===== src/rtl/core/mvsf_pkg.sv =====
package mvsf_pkg;

   // Register indexes on the csr port
   localparam logic [2:0] CSR_DATA_SIZE      = 3'd0;
   localparam logic [2:0] CSR_SIGNED_COMPARE = 3'd1;
   localparam logic [2:0] CSR_COMPARE_FUNC   = 3'd2;
   localparam logic [2:0] CSR_COMPARE_PREV   = 3'd3;
   localparam logic [2:0] CSR_COMPARE_VALUE  = 3'd4;
   localparam logic [2:0] CSR_BIG_ENDIAN     = 3'd5;
   localparam logic [2:0] CSR_REGION_LENGTH  = 3'd6;

   // Relation codes
   localparam logic [2:0] FUNC_LT = 3'd0;
   localparam logic [2:0] FUNC_GT = 3'd1;
   localparam logic [2:0] FUNC_LE = 3'd2;
   localparam logic [2:0] FUNC_GE = 3'd3;
   localparam logic [2:0] FUNC_EQ = 3'd4;
   localparam logic [2:0] FUNC_NE = 3'd5;

   // Item kinds
   localparam logic KIND_RESTART = 1'b0;
   localparam logic KIND_TEST    = 1'b1;

   // Register reset values
   localparam logic [2:0]  RST_DATA_SIZE     = 3'd1;
   localparam logic [2:0]  RST_COMPARE_FUNC  = FUNC_EQ;
   localparam logic [16:0] RST_REGION_LENGTH = 17'h10000;

   // Sign fill masks, indexed by byte count minus one
   localparam logic [31:0] SIGN_FILL [4] = '{
      32'hFFFF_FF80, 32'hFFFF_8000, 32'hFF80_0000, 32'h8000_0000
   };
   localparam logic [31:0] ALL_ONES = 32'hFFFF_FFFF;

   // Queue depths
   localparam int MID_DEPTH   = 2;
   localparam int OUT_DEPTH   = 2;
   localparam int OUT_LEVEL_W = $clog2(OUT_DEPTH + 1);

   typedef struct packed {
      logic [2:0]  data_size;
      logic        signed_compare;
      logic [2:0]  compare_func;
      logic        compare_to_previous;
      logic [31:0] compare_value;
      logic        big_endian;
      logic [16:0] region_length;
   } cfg_type;

   // Classified item handed from front to back
   typedef struct packed {
      logic        kind;
      logic [15:0] position;
      logic        keep;
   } cmd_type;

   typedef struct packed {
      logic [15:0] echo_position;
      logic        still_shown;
      logic [16:0] survivor_count;
   } rsp_type;

endpackage


===== src/rtl/core/mvsf_front.sv =====
module mvsf_front
   import mvsf_pkg::*;
(
   input  cfg_type     cfg,
   input  logic        kind,
   input  logic [15:0] position,
   input  logic [31:0] current_bytes,
   input  logic [31:0] previous_bytes,
   output cmd_type     cmd
);

   logic [1:0]  size_sel;
   logic [31:0] cur_value;
   logic [31:0] prev_value;
   logic [31:0] opnd_a;
   logic [31:0] opnd_b;
   logic [31:0] sign_flip;
   logic        keep;

   // Assemble a value of sel+1 bytes, first byte in 7:0 of the input
   function automatic logic [31:0] assemble(input logic [31:0] b, input logic [1:0] sel,
                                            input logic be, input logic sgn);
      logic [31:0] v;
      logic [31:0] fill;
      fill = SIGN_FILL[sel];
      if (be) begin
         unique case (sel)
            2'd0: v = {24'd0, b[7:0]};
            2'd1: v = {16'd0, b[7:0], b[15:8]};
            2'd2: v = {8'd0, b[7:0], b[15:8], b[23:16]};
            2'd3: v = {b[7:0], b[15:8], b[23:16], b[31:24]};
         endcase
      end else begin
         unique case (sel)
            2'd0: v = {24'd0, b[7:0]};
            2'd1: v = {16'd0, b[15:0]};
            2'd2: v = {8'd0, b[23:0]};
            2'd3: v = b;
         endcase
      end
      if (sgn && ((v & fill) != '0)) begin
         v = v | fill;
      end
      return v;
   endfunction

   // Clamp the byte count: zero acts as one, above four acts as four
   always_comb begin
      unique case (cfg.data_size)
         3'd0, 3'd1: size_sel = 2'd0;
         3'd2:       size_sel = 2'd1;
         3'd3:       size_sel = 2'd2;
         default:    size_sel = 2'd3;
      endcase
   end

   assign cur_value  = assemble(current_bytes, size_sel, cfg.big_endian, cfg.signed_compare);
   assign prev_value = assemble(previous_bytes, size_sel, cfg.big_endian, cfg.signed_compare);

   // Bias both operands so one unsigned compare serves signed mode too
   assign sign_flip = {cfg.signed_compare, 31'd0};
   assign opnd_a    = cur_value ^ sign_flip;
   assign opnd_b    = (cfg.compare_to_previous ? prev_value : cfg.compare_value) ^ sign_flip;

   // Evaluate the relation; unused codes keep every survivor
   always_comb begin
      case (cfg.compare_func)
         FUNC_LT: keep = opnd_a < opnd_b;
         FUNC_GT: keep = opnd_a > opnd_b;
         FUNC_LE: keep = opnd_a <= opnd_b;
         FUNC_GE: keep = opnd_a >= opnd_b;
         FUNC_EQ: keep = opnd_a == opnd_b;
         FUNC_NE: keep = opnd_a != opnd_b;
         default: keep = 1'b1;
      endcase
   end

   assign cmd.kind     = kind;
   assign cmd.position = position;
   assign cmd.keep     = keep;

endmodule


===== config.mk =====
export PLATFORM = sky130hd
export DESIGN_NAME = mvsf_front
export DESIGN_NICKNAME = d
export VERILOG_FILES = /design/src/rtl/core/mvsf_pkg.sv /design/src/rtl/core/mvsf_front.sv
export SDC_FILE = /design/constraint.sdc
export NUM_CORES = 1
export LEC_CHECK = 0
export ABC_CLOCK_PERIOD_IN_PS = 7900
export BUFFER_PORTS_ARGS = -buffer_cell sky130_fd_sc_hd__buf_4
export CAP_MARGIN = 20
export CORE_MARGIN = 5
export CORE_UTILIZATION = 30
export DETAILED_ROUTE_END_ITERATION = 12
export SLEW_MARGIN = 20
export SYNTH_ARGS = -nofsm -noshare
export SYNTH_HDL_FRONTEND = slang
export SYNTH_SLANG_ARGS = --single-unit

===== constraint.sdc =====
create_clock -name vclk -period 7.9
set_input_delay 2.37 -clock vclk [all_inputs]
set_output_delay 2.37 -clock vclk [all_outputs]
set_load 0.05 [all_outputs]

==> flow_summary.ini <==
[routing]
wl_per_cell_um = 19.8
ant_nets = 0
drc = 0
avgViaCountPerCell = 5.72
route.vias.total = 4476
wl_mm = 15.5
dr.pass1.iters = 8
drt_iter0_markers = 428

[min_path]
min_to = cmd[11]
hp-start = position[10]
whs_path_depth = 0
hp-class = in2out

[global_routing]
grt_max_degree = 22
track_usage_pct = 23.0
gr-total-overflow = 0
use_met2_pct = 39.1
grt_pass1_wl_mm = 23.5
use_met3_pct = 2.53
grt_use_met1_pct = 32.3
grt_pass1_vias = 4348
antenna_found_initial = 0
busiest_layer = met2

[synthesis]
synth_mux_area_share_pct = 8.98
synth_cell_types = 68
netlist_instances = 472
netlist_top_cells_area = ha_1 (13%), a21oi_1 (9.4%), mux2i_1 (8.3%)
synth_compound_area_share_pct = 43.0
synth_area_per_cell_um2 = 6.67
synth_simple_gate_area_share_pct = 24.5
yosys_warnings = 0
synthXorXnorAreaFrac_pct = 0.834
yosysTopAreaCellShare_pct = 12.7
synth_top_family_by_area = compound AO/OA/AOI/OAI gates
syn_area_mm2 = 0.00315
synthAdderAreaFrac_pct = 12.7
yosysTopAreaCell = ha_1
syn_nets = 643
ys_seq_area_share_pct = 0

[sta]
final_hold_viol_count = 0
slew_viol_final = 0
rsz0062_at_grt = true
setup_viol = 1
fin_setup_tns_ps = -360
fin_crit_sh_pct = 105
fmax_mhz = 121
fin_ws_ps = -360
slew_headroom_pct = 61.3
post-route-min-period_ps = 8260
tightest_slew_ps = 579

[final_layout]
layout_commonest_cell = buf_4
final_util_pct = 47.2
area_delta_synth_final_pct = 54.0
layout.nets = 820
mostFrequentLayoutCells = buf_4 (223), nand2_1 (60), a21oi_1 (56), ha_1 (31), mux2i_1 (25)
drive_above_1_share_pct = 40.3
final_cell_area_mm2 = 0.00485
nFlopsAndLatches = 0
fill_cells = 1077
n_clock_buffer = 0
seqCellArea_um2 = 0
n_antenna_cell = 0

[power_and_ir_drop]
ir_drop_v = 0.0000366
p_leak_nw = 2.28
p_comb_share_pct = 100.0
swShare_pct = 50.7
power_frac_clock_pct = 0
power.density_mw_per_mm2 = 71.7
p_sw_mw = 0.176
power_frac_seq_pct = 0
p_int_mw = 0.171
p_total_mw = 0.348

[place]
place_area_mm2 = 0.00471
io_buffers = 106
gp_congestion = 0.950
hpwl_mm = 13.0
dpl_worst_slack_ps = -429

[setup_path]
path_cells = buf_6 -> nor4_4 -> buf_4 -> o22ai_2 -> a221oi_2 -> nand4_2 -> o21ai_4 -> o21ai_1 -> ha_1 -> a21oi_1 -> o21ai_0 -> a221o_1 -> a221oi_1 -> buf_4 -> nand3_1 -> mux2i_1 -> buf_4
crit_path_frequent_cell = buf_4
path_class = in2out
crit_fanout = 8
slowest_stage = a221o_1
critPathRequiredTime_ps = 5530
slowest_delay_ps = 350
crit_buf_inv = 4
worstPathArrival_ps = 5890
cp-end-kind = primary output
startpoint_type = primary input
path_delay_family = compound AO/OA/AOI/OAI gates

[run_status]
failed_checks = negative setup slack
status = finished with violations

[floorplan]
fp.dieW_um = 112
pin_count = 157
rows = 37
core_mm2 = 0.0103
die_y_um = 112
start_util_pct = 30.6
die-area_mm2 = 0.0126

[job]
cap_violations = 0

[clock_network]
cts_hold_buffers = 0
synthesized netlist by cell type, types with 14 or more instances:
cell	n
o22ai_1	24
buf_4	22
a221oi_1	15
o21ai_0	26
mux2i_1	26
ha_1	32
a21oi_1	59
nand2_1	60
clkbuf_1	17
a22oi_1	14
nand3_1	21
nor2_1	23
stage by stage:
| step | std cells | hold WS, ps |
|---|---|---|
| floorplan | 472 | 4910 |
| global placement | 779 | 4740 |
| detailed placement | 779 | 4740 |
| CTS | 781 | 4740 |
| global route | 783 | 4740 |
| finish | 783 | 4740 |
worst max-delay path by stage:
stage	startpoint	to	cells after the start	slack (ps)
2_1_floorplan	cfg[17]	cmd[0]	16	60
3_3_place_gp	current_bytes[1]	cmd[0]	16	-410
3_5_place_dp	current_bytes[17]	cmd[0]	17	-430
4_1_cts	current_bytes[21]	cmd[0]	18	-310
5_1_grt	current_bytes[21]	cmd[0]	19	-580
6_report	current_bytes[21]	cmd[0]	17	-360
routing by layer:
metal	routed length, µm	vias to the layer above	part of all wire, %
met5	0	-	0
met4	212	0	1.4
met3	1380	25	8.9
met2	7260	241	47
met1	6620	2052	43
li1	-	2158	-
cell families (layout without fill, tap and decap cells):
family,Yosys count,count (layout)
XOR/XNOR,3,3
AND/OR/NAND/NOR,155,155
buffers and inverters,56,231
adder cells (fa/ha/maj),32,32
multiplexers,28,28
AO/OA/AOI/OAI,198,198
power by group through the flow:
stage,Clock [mW],Combinational [mW],Sequential (mW)
2_1_floorplan,0,0.191,0
3_3_place_gp,0,0.324,0
3_5_place_dp,0,0.331,0
4_1_cts,0,0.339,0
5_1_grt,0,0.377,0
6_report,0,0.348,0
layout make-up:
type / instances / area, µm² / share of cell area [%]
Timing Repair Buffer: 228 / 1740 / 35.9
Multi-Input combinational cell: 416 / 2930 / 60.4
Inverter: 3 / 11.3 / 0.232
Tap cell: 136 / 170 / 3.51
what timing repair did:
| action | 4_1_cts | 5_1_grt |
|---|---|---|
| endpoints found under the setup margin | 1 | 1 |
| setup buffers | 2 | 2 |
| gates cloned | 0 | 0 |
| resized for setup | 18 | 7 |
| pin swaps | 10 | 6 |
(Power assumes the default switching activity.)
