**config.mk**
```make
export PLATFORM = sky130hd
export DESIGN_NAME = mvsf_queue
export DESIGN_NICKNAME = d
export VERILOG_FILES = /design/src/rtl/core/mvsf_pkg.sv /design/src/rtl/core/mvsf_queue.sv
export SDC_FILE = /design/constraint.sdc
export NUM_CORES = 1
export LEC_CHECK = 0
export CORE_MARGIN = 1.5
export CORE_UTILIZATION = 57
export DETAILED_ROUTE_END_ITERATION = 8
export DONT_BUFFER_PORTS = 1
export PLACE_DENSITY = 0.71
export SETUP_SLACK_MARGIN = 0.2
export SLEW_MARGIN = 20
export SYNTH_ARGS = -nofsm -noshare
export SYNTH_HDL_FRONTEND = slang
export SYNTH_SLANG_ARGS = --single-unit
export TNS_END_PERCENT = 50
```
**constraint.sdc**
```tcl
create_clock -name clock -period 1.9 [get_ports clock]
set_clock_uncertainty 0.1 [all_clocks]
set_input_delay 0.19 -clock clock [delete_from_list [all_inputs] [get_ports clock]]
set_output_delay 0.19 -clock clock [all_outputs]
set_load 0.02 [all_outputs]
```
**src/rtl/core/mvsf_pkg.sv**
```systemverilog
package mvsf_pkg;

   // Register indexes on the csr port
   localparam logic [2:0] CSR_DATA_SIZE      = 3'd0;
   localparam logic [2:0] CSR_SIGNED_COMPARE = 3'd1;
   localparam logic [2:0] CSR_COMPARE_FUNC   = 3'd2;
   localparam logic [2:0] CSR_COMPARE_PREV   = 3'd3;
   localparam logic [2:0] CSR_COMPARE_VALUE  = 3'd4;
   localparam logic [2:0] CSR_BIG_ENDIAN     = 3'd5;
   localparam logic [2:0] CSR_REGION_LENGTH  = 3'd6;

   // Relation codes
   localparam logic [2:0] FUNC_LT = 3'd0;
   localparam logic [2:0] FUNC_GT = 3'd1;
   localparam logic [2:0] FUNC_LE = 3'd2;
   localparam logic [2:0] FUNC_GE = 3'd3;
   localparam logic [2:0] FUNC_EQ = 3'd4;
   localparam logic [2:0] FUNC_NE = 3'd5;

   // Item kinds
   localparam logic KIND_RESTART = 1'b0;
   localparam logic KIND_TEST    = 1'b1;

   // Register reset values
   localparam logic [2:0]  RST_DATA_SIZE     = 3'd1;
   localparam logic [2:0]  RST_COMPARE_FUNC  = FUNC_EQ;
   localparam logic [16:0] RST_REGION_LENGTH = 17'h10000;

   // Sign fill masks, indexed by byte count minus one
   localparam logic [31:0] SIGN_FILL [4] = '{
      32'hFFFF_FF80, 32'hFFFF_8000, 32'hFF80_0000, 32'h8000_0000
   };
   localparam logic [31:0] ALL_ONES = 32'hFFFF_FFFF;

   // Queue depths
   localparam int MID_DEPTH   = 2;
   localparam int OUT_DEPTH   = 2;
   localparam int OUT_LEVEL_W = $clog2(OUT_DEPTH + 1);

   typedef struct packed {
      logic [2:0]  data_size;
      logic        signed_compare;
      logic [2:0]  compare_func;
      logic        compare_to_previous;
      logic [31:0] compare_value;
      logic        big_endian;
      logic [16:0] region_length;
   } cfg_type;

   // Classified item handed from front to back
   typedef struct packed {
      logic        kind;
      logic [15:0] position;
      logic        keep;
   } cmd_type;

   typedef struct packed {
      logic [15:0] echo_position;
      logic        still_shown;
      logic [16:0] survivor_count;
   } rsp_type;

endpackage

```
**src/rtl/core/mvsf_queue.sv**
```systemverilog
module mvsf_queue
   import mvsf_pkg::*;
#(
   parameter int WIDTH = 8,
   parameter int DEPTH = 2
) (
   input  logic                           clock,
   input  logic                           reset,
   input  logic                           push,
   input  logic [WIDTH-1:0]               push_data,
   output logic                           full,
   input  logic                           pop,
   output logic [WIDTH-1:0]               pop_data,
   output logic                           empty,
   output logic [$clog2(DEPTH+1)-1:0]     level
);

   localparam int PW = (DEPTH > 1) ? $clog2(DEPTH) : 1;
   localparam int LW = $clog2(DEPTH + 1);

   logic [WIDTH-1:0] slots_ff [DEPTH];
   logic [PW-1:0]    wr_ptr_ff;
   logic [PW-1:0]    rd_ptr_ff;
   logic [LW-1:0]    level_ff;
   logic             do_push;
   logic             do_pop;

   assign full     = (level_ff == LW'(DEPTH));
   assign empty    = (level_ff == '0);
   assign level    = level_ff;
   assign pop_data = slots_ff[rd_ptr_ff];
   assign do_push  = push && !full;
   assign do_pop   = pop && !empty;

   // Store the beat
   always_ff @(posedge clock) begin
      if (do_push) begin
         slots_ff[wr_ptr_ff] <= push_data;
      end
   end

   // Advance pointers and level
   always_ff @(posedge clock) begin
      if (reset) begin
         wr_ptr_ff <= '0;
         rd_ptr_ff <= '0;
         level_ff  <= '0;
      end else begin
         if (do_push) begin
            wr_ptr_ff <= (wr_ptr_ff == PW'(DEPTH - 1)) ? '0 : wr_ptr_ff + 1'b1;
         end
         if (do_pop) begin
            rd_ptr_ff <= (rd_ptr_ff == PW'(DEPTH - 1)) ? '0 : rd_ptr_ff + 1'b1;
         end
         if (do_push && !do_pop) begin
            level_ff <= level_ff + 1'b1;
         end else if (do_pop && !do_push) begin
            level_ff <= level_ff - 1'b1;
         end
      end
   end

`ifndef SYNTHESIS
   a_level_bound: assert property (@(posedge clock) disable iff (reset)
      level_ff <= LW'(DEPTH))
      else $error("queue level beyond depth");
   a_level_up: assert property (@(posedge clock) disable iff (reset)
      (do_push && !do_pop) |=> level_ff == LW'($past(level_ff) + 1'b1))
      else $error("queue level did not rise on push");
   a_level_down: assert property (@(posedge clock) disable iff (reset)
      (do_pop && !do_push) |=> level_ff == LW'($past(level_ff) - 1'b1))
      else $error("queue level did not fall on pop");
`endif

endmodule

```
==> results of run 1 <==
## stage by stage
step | worst slack [ns] | util
2_1_floorplan | 0.225 | -
3_3_place_gp | 0.195 | 0.626
3_5_place_dp | 0.118 | 0.626
4_1_cts | 0.215 | 0.727
5_1_grt | 0.106 | 0.727
6_report | 0.166 | 0.727
## repair_timing
| item | CTS | global route |
|---|---|---|
| endpoints found under the hold margin | 21 | 0 |
| endpoints found under the setup margin | 1 | 1 |
| setup buffers | 1 | 0 |
| hold buffers | 9 | 0 |
| pin swaps | 2 | 0 |
| gates resized for setup | 4 | 0 |
## cells by family (layout without fill, tap and decap cells)
family                     after synthesis  after routing  synth area share
muxes                                    8              8             0.114
adders and majority gates                1              1            0.0158
xor gates and xnor gates                 3              3            0.0331
and+or+nand+nor                          9              9            0.0584
DFF                                     21             21             0.732
AOI/OAI and AO/OA                        5              5            0.0315
buffers and inverters                    3             16            0.0158
## final timing paths
check | startpoint | to | slack (ns) | depth (start not counted)
max | level[1] | level[1] | 0.17 | 6
min | push | wr_ptr_ff | 0.11 | 3
max reg2reg | level[1] | level[1] | 0.17 | 6
min reg2reg | wr_ptr_ff | wr_ptr_ff | 0.43 | 2
## cells in the mapped netlist
library cell and instances:
sky130_fd_sc_hd__edfxtp_1 16, sky130_fd_sc_hd__mux2_2 8, sky130_fd_sc_hd__dfxtp_1 5, sky130_fd_sc_hd__nor2_1 5
sky130_fd_sc_hd__o21ai_0 3, sky130_fd_sc_hd__xor2_1 3, sky130_fd_sc_hd__a21oi_1 2, sky130_fd_sc_hd__inv_1 2
sky130_fd_sc_hd__or3_1 2, sky130_fd_sc_hd__and2_1 1, sky130_fd_sc_hd__buf_2 1, sky130_fd_sc_hd__ha_1 1
sky130_fd_sc_hd__nor2b_2 1
## power breakdown
part | internal [mW] | switching, mW
registers | 0.595 | 0.0986
clock network | 0.0817 | 0.120
logic | 0.162 | 0.243
## area by class of cell
cell class / count / area [µm²] / share of cell area
Sequential cell: 21 / 586 / 0.619
Timing Repair Buffer: 10 / 97.6 / 0.103
Multi-Input combinational cell: 26 / 210 / 0.222
Clock buffer: 4 / 26.3 / 0.0278
Tap cell: 15 / 18.8 / 0.0198
Inverter: 2 / 7.51 / 0.00794
## cell usage in the layout, fill, tap and decap left out, drive strengths merged
| master | count |
|---|---|
| buf | 1 |
| nor2b | 1 |
| o21ai | 3 |
| dfxtp | 5 |
| xor2 | 3 |
| clkbuf | 4 |
| inv | 2 |
| a21oi | 2 |
| edfxtp | 16 |
| dlygate4sd3 | 9 |
| ha | 1 |
| or3 | 2 |
| and2 | 1 |
| mux2 | 8 |
| nor2 | 5 |
## layer usage
layer,vias up,track usage,part of all wire
li1,207,-,-
met1,217,0.190,0.35
met2,17,0.323,0.57
met3,0,0.0667,0.073
met4,0,0.0500,0
met5,-,0,0
## tightest hold or removal path, delay by kind of cell
| family | cells | cell delay, ns |
|---|---|---|
| AOI/OAI and AO/OA | 2 | 0.23 |
| buffers and inverters | 1 | 0.05 |
## sequential cells by signal (all words and copies together) (netlist names), named ones only
signal     count
slots_ff      16
rd_ptr_ff      1
wr_ptr_ff      1
level          2
==> results.md, run 1 <==
* outcome: completed
* die height: 40.3 µm
* area after detailed placement: 815 µm²
* number of placed instances, taps included: 64
* post-route cell area: 946 µm²
* P_leak: 0.338 nW
* Die Area: 0.00162 mm²
* highest fanout seen on the critical path: 6
* worst vdd ir: 0.876 mV
* share of the synthesized area in the top cell type: 0.606
* largest net degree at the start of global routing: 12
* WL/cell: 16.4 µm
* final hold violations: 0
* WS Path Type: flip-flop to flip-flop
* Worst Max-Slew Pin Slew: 0.391 ns
* number of DRC markers after the initial detailed-route iteration: 12
* via count of the first global-routing pass: 415
* delay of the slowest cell on the worst path: 0.42 ns
* detailed-router iteration count before antenna repair: 4
* synthesized net count: 63
* post-synthesis instance area: 793 µm²
* family with the most delay on the worst path: simple AND/OR/NAND/NOR gates
* proportion of synthesized chip area in sequential cells: 0.732
* final count of pins violating max slew: 0
* total of warnings raised by yosys: 0
* cell-by-cell listing of the critical path: nor2b_4, nor2_2, ha_2, xor2_1, or3_1, a21oi_1
* post-detailed-route via-to-cell ratio: 5.65
* startpoint class of the critical path: flip-flop
* standard-cell rows: 13
* Post-route DRC: 0
* f_max: 0.577 GHz
* number of clock buffers inserted by TritonCTS: 3
* final wirelength: 1.28 mm
* layout cells sized above 1: 0.270
* Setup Total Neg Slack: 0 ns
* RSZ-0062 raised after global routing: true
* via count: 441
* capturing element type of the critical path: flip-flop
* initial antenna violation count: 0
* CTS root buf: sky130_fd_sc_hd__clkbuf_4
* post-synthesis area per instance: 15.9 µm²
* final setup violation count: 0
* Tcrit/Tclk final: 0.913
* width of the die: 40.3 µm
* latest clock arrival within the worst-skew pair: 0.29 ns
* first-pass GRT wire length: 1.75 mm
* total power of the final layout: 1.30 mW
* starting density of the core: 0.610
* overall global routing resource usage: 0.177
* clock tree from TritonCTS: done
* Worst Path Buf+Inv: 0
* final-stage net count: 77
* overflow left after global routing: 0
* Reg clk slew, reported paths: 0.10 ns
* H-tree depth: 1
* cell count after synthesis: 50
* Rel. slew slack: 0.738
* count of max-cap constraint violations: 0
* # clock sinks: 21
* ANT nets after route: 0
* final weighted congestion in routability-driven placement: 0.743
* Critical Path RT: 2.03 ns
* biggest area consumer among synthesized cells: sky130_fd_sc_hd__edfxtp_1
* data arrival time of the worst path: 1.86 ns
* Final Hold Slack: 0.111 ns
* Layout Area Growth over Synthesis: 19.2%
* placeable core region: 0.00130 mm²
* number of top-level pins: 24
* Detailed Place HPWL: 856 µm
* Final min period: 1.73 ns
* number of inserted filler cells in the final layout: 83
* total inserted antenna cells: 0
* Hold Crit Class: input port to flip-flop
* maximum number of buffers from clock root to sink: 2
* slowest cell on the critical path: sky130_fd_sc_hd__dfxtp_4
* number of standard cells in the final layout excluding fillers: 78
* register bit count reported by yosys: 21
* number of input and output port buffers inserted: 0
* cell area power density: 1370 mW/mm²
* post-synthesis cell type count: 13
* cells taking the most area after synthesis: sky130_fd_sc_hd__edfxtp_1, sky130_fd_sc_hd__dfxtp_1, sky130_fd_sc_hd__mux2_2
No activity file was read; power rests on OpenSTA's default activity.
==> run 2: changes to the inputs <==
==> constraint.sdc (replaced) <==
create_clock -name clock -period 1.9 [get_ports clock]
set_clock_uncertainty 0.1 [all_clocks]
set_input_delay 0.38 -clock clock [delete_from_list [all_inputs] [get_ports clock]]
set_output_delay 0.38 -clock clock [all_outputs]
set_load 0.02 [all_outputs]
==> run 2 against run 1 <==
  * Die area is the same
  * Combinational power shrank 7.9%
  * Non-clock buffer count is 9 lower
  * Register-to-register slack about the same
  * Clock power decreased by 2%
  * Clock-buffer cell count did not move
  * First-iteration DRC count decreased by 25%
  * Critical endpoint unchanged
  * Global-route usage decreased by 2.2 points
  * Critical path type unchanged
==> results.md, run 2 (same netlist as run 1, synthesis figures left out) <==
* number of placed instances, taps included: 64
* detailed-router iteration count before antenna repair: 4
* post-detailed-route via-to-cell ratio: 5.97
* Worst Path Buf+Inv: 0
* Die Area: 0.00162 mm²
* Hold Crit Class: input port to flip-flop
* WS Path Type: flip-flop to flip-flop
* Multi-input gate area: 205 µm²
* count of max-cap constraint violations: 0
* Reg clk slew, reported paths: 0.10 ns
* f_max: 0.578 GHz
* starting density of the core: 0.610
* total inserted antenna cells: 0
* final hold violations: 0
* CTS root buf: sky130_fd_sc_hd__clkbuf_4
* startpoint class of the critical path: flip-flop
* ANT nets after route: 0
* Final Hold Slack: 0.0324 ns
* Final min period: 1.73 ns
* final setup violation count: 0
* final worst slack: 0.169 ns
* first-pass GRT wire length: 1.51 mm
* Hold Startpoint: reset
* # clock sinks: 21
* number of standard cells in the final layout excluding fillers: 69
* internal power: 825 µW
* number of top-level pins: 24
* width of the die: 40.3 µm
* Layout Area Growth over Synthesis: 7.41%
* Worst Max-Slew Pin Slew: 0.390 ns
* Tcrit/Tclk final: 0.911
* register with the most flip-flops: slots_ff
* Rel. slew slack: 0.739
* worst vdd ir: 0.852 mV
* clock network fraction of total power: 0.156
* capturing element type of the critical path: flip-flop
* via count of the first global-routing pass: 363
* number of input and output port buffers inserted: 0
* overall global routing resource usage: 0.155
* cell-by-cell listing of the critical path: nor2b_4, nor2_1, ha_1, xor2_1, or3_1, a21oi_1
* area used by sequential logic in the layout: 587 µm²
* Gate power share: 0.295
* switching fraction of total power: 0.348
* max FFs per register: 16
* layout cells sized above 1: 0.296
* WL/cell: 16.7 µm
* number of inserted filler cells in the final layout: 91
* final wirelength: 1.15 mm
* number of clock buffers inserted by TritonCTS: 3
* final weighted congestion in routability-driven placement: 0.743
* largest net degree at the start of global routing: 12
* slowest cell on the critical path: sky130_fd_sc_hd__dfxtp_4
* cell area power density: 1480 mW/mm²
* commonest non-fill, non-tap cells in the layout: sky130_fd_sc_hd__edfxtp_1, sky130_fd_sc_hd__mux2_2, sky130_fd_sc_hd__nor2_1
* die height: 40.3 µm
* final-stage net count: 68
* CP startpoint: level[1]
* P_leak: 0.302 nW
* area after detailed placement: 815 µm²
* total power of the final layout: 1.26 mW
* final count of pins violating max slew: 0
* data arrival time of the worst path: 1.86 ns
* number of DRC markers after the initial detailed-route iteration: 9
* Detailed Place HPWL: 856 µm
* initial antenna violation count: 0
* maximum number of buffers from clock root to sink: 2
* via count: 412
* standard-cell rows: 13
* family with the most delay on the worst path: simple AND/OR/NAND/NOR gates
* clock tree from TritonCTS: done
* placeable core region: 0.00130 mm²
* Post-route DRC: 0
* highest fanout seen on the critical path: 6
* overflow left after global routing: 0
* reg-to-reg startpoint: level[1]
* Critical Path RT: 2.03 ns
* core occupancy in the finished layout: 0.655
* latest clock arrival within the worst-skew pair: 0.29 ns
* slack of the worst reg-to-reg path: 0.17 ns
* pre-CTS setup slack: 0.118 ns
* Setup Total Neg Slack: 0 ns
* delay of the slowest cell on the worst path: 0.42 ns
* outcome: completed
* Flop pwr share: 0.549
* RSZ-0062 raised after global routing: true
* most common library cell in the layout ignoring fill and taps: sky130_fd_sc_hd__edfxtp_1
* post-route cell area: 852 µm²
* net switching component of the power: 439 µW
* H-tree depth: 1
==> run 2: power by group through the flow <==
stage	clock network (mW)	logic (mW)	registers, mW
floorplan	0	0.339	0.661
global placement	0	0.339	0.687
detailed placement	0	0.358	0.697
CTS	0.203	0.359	0.693
global route	0.226	0.404	0.703
finish	0.198	0.373	0.694
==> run 2: area by class of cell <==
cell class                 count  area share
sequential                    21       0.689
tap                           15      0.0220
timing repair buffer           1     0.00881
inverter                       2     0.00881
clock buffer                   4      0.0308
multi-input combinational     26       0.241
==> run 2: path summary, 6_finish.rpt <==
kind	to	cells past startpoint
hold reg to reg	wr_ptr_ff	2
setup / recovery	level[1]	6
hold / removal	level[1]	1
setup reg to reg	level[1]	6
==> run 2: timing repair <==
action                     4_1_cts  5_1_grt
hold buffers                     0        0
pin swaps                        0        2
gates resized for setup          2        1
setup buffers                    0        1
setup endpoints to repair        9        2
==> run 2: per-layer routing <==
layer	part of all wire	GRT usage	vias up
met5	0	0	-
met4	0	0.0500	0
met3	0.079	0.0833	0
met2	0.57	0.270	14
met1	0.35	0.157	208
li1	-	-	190
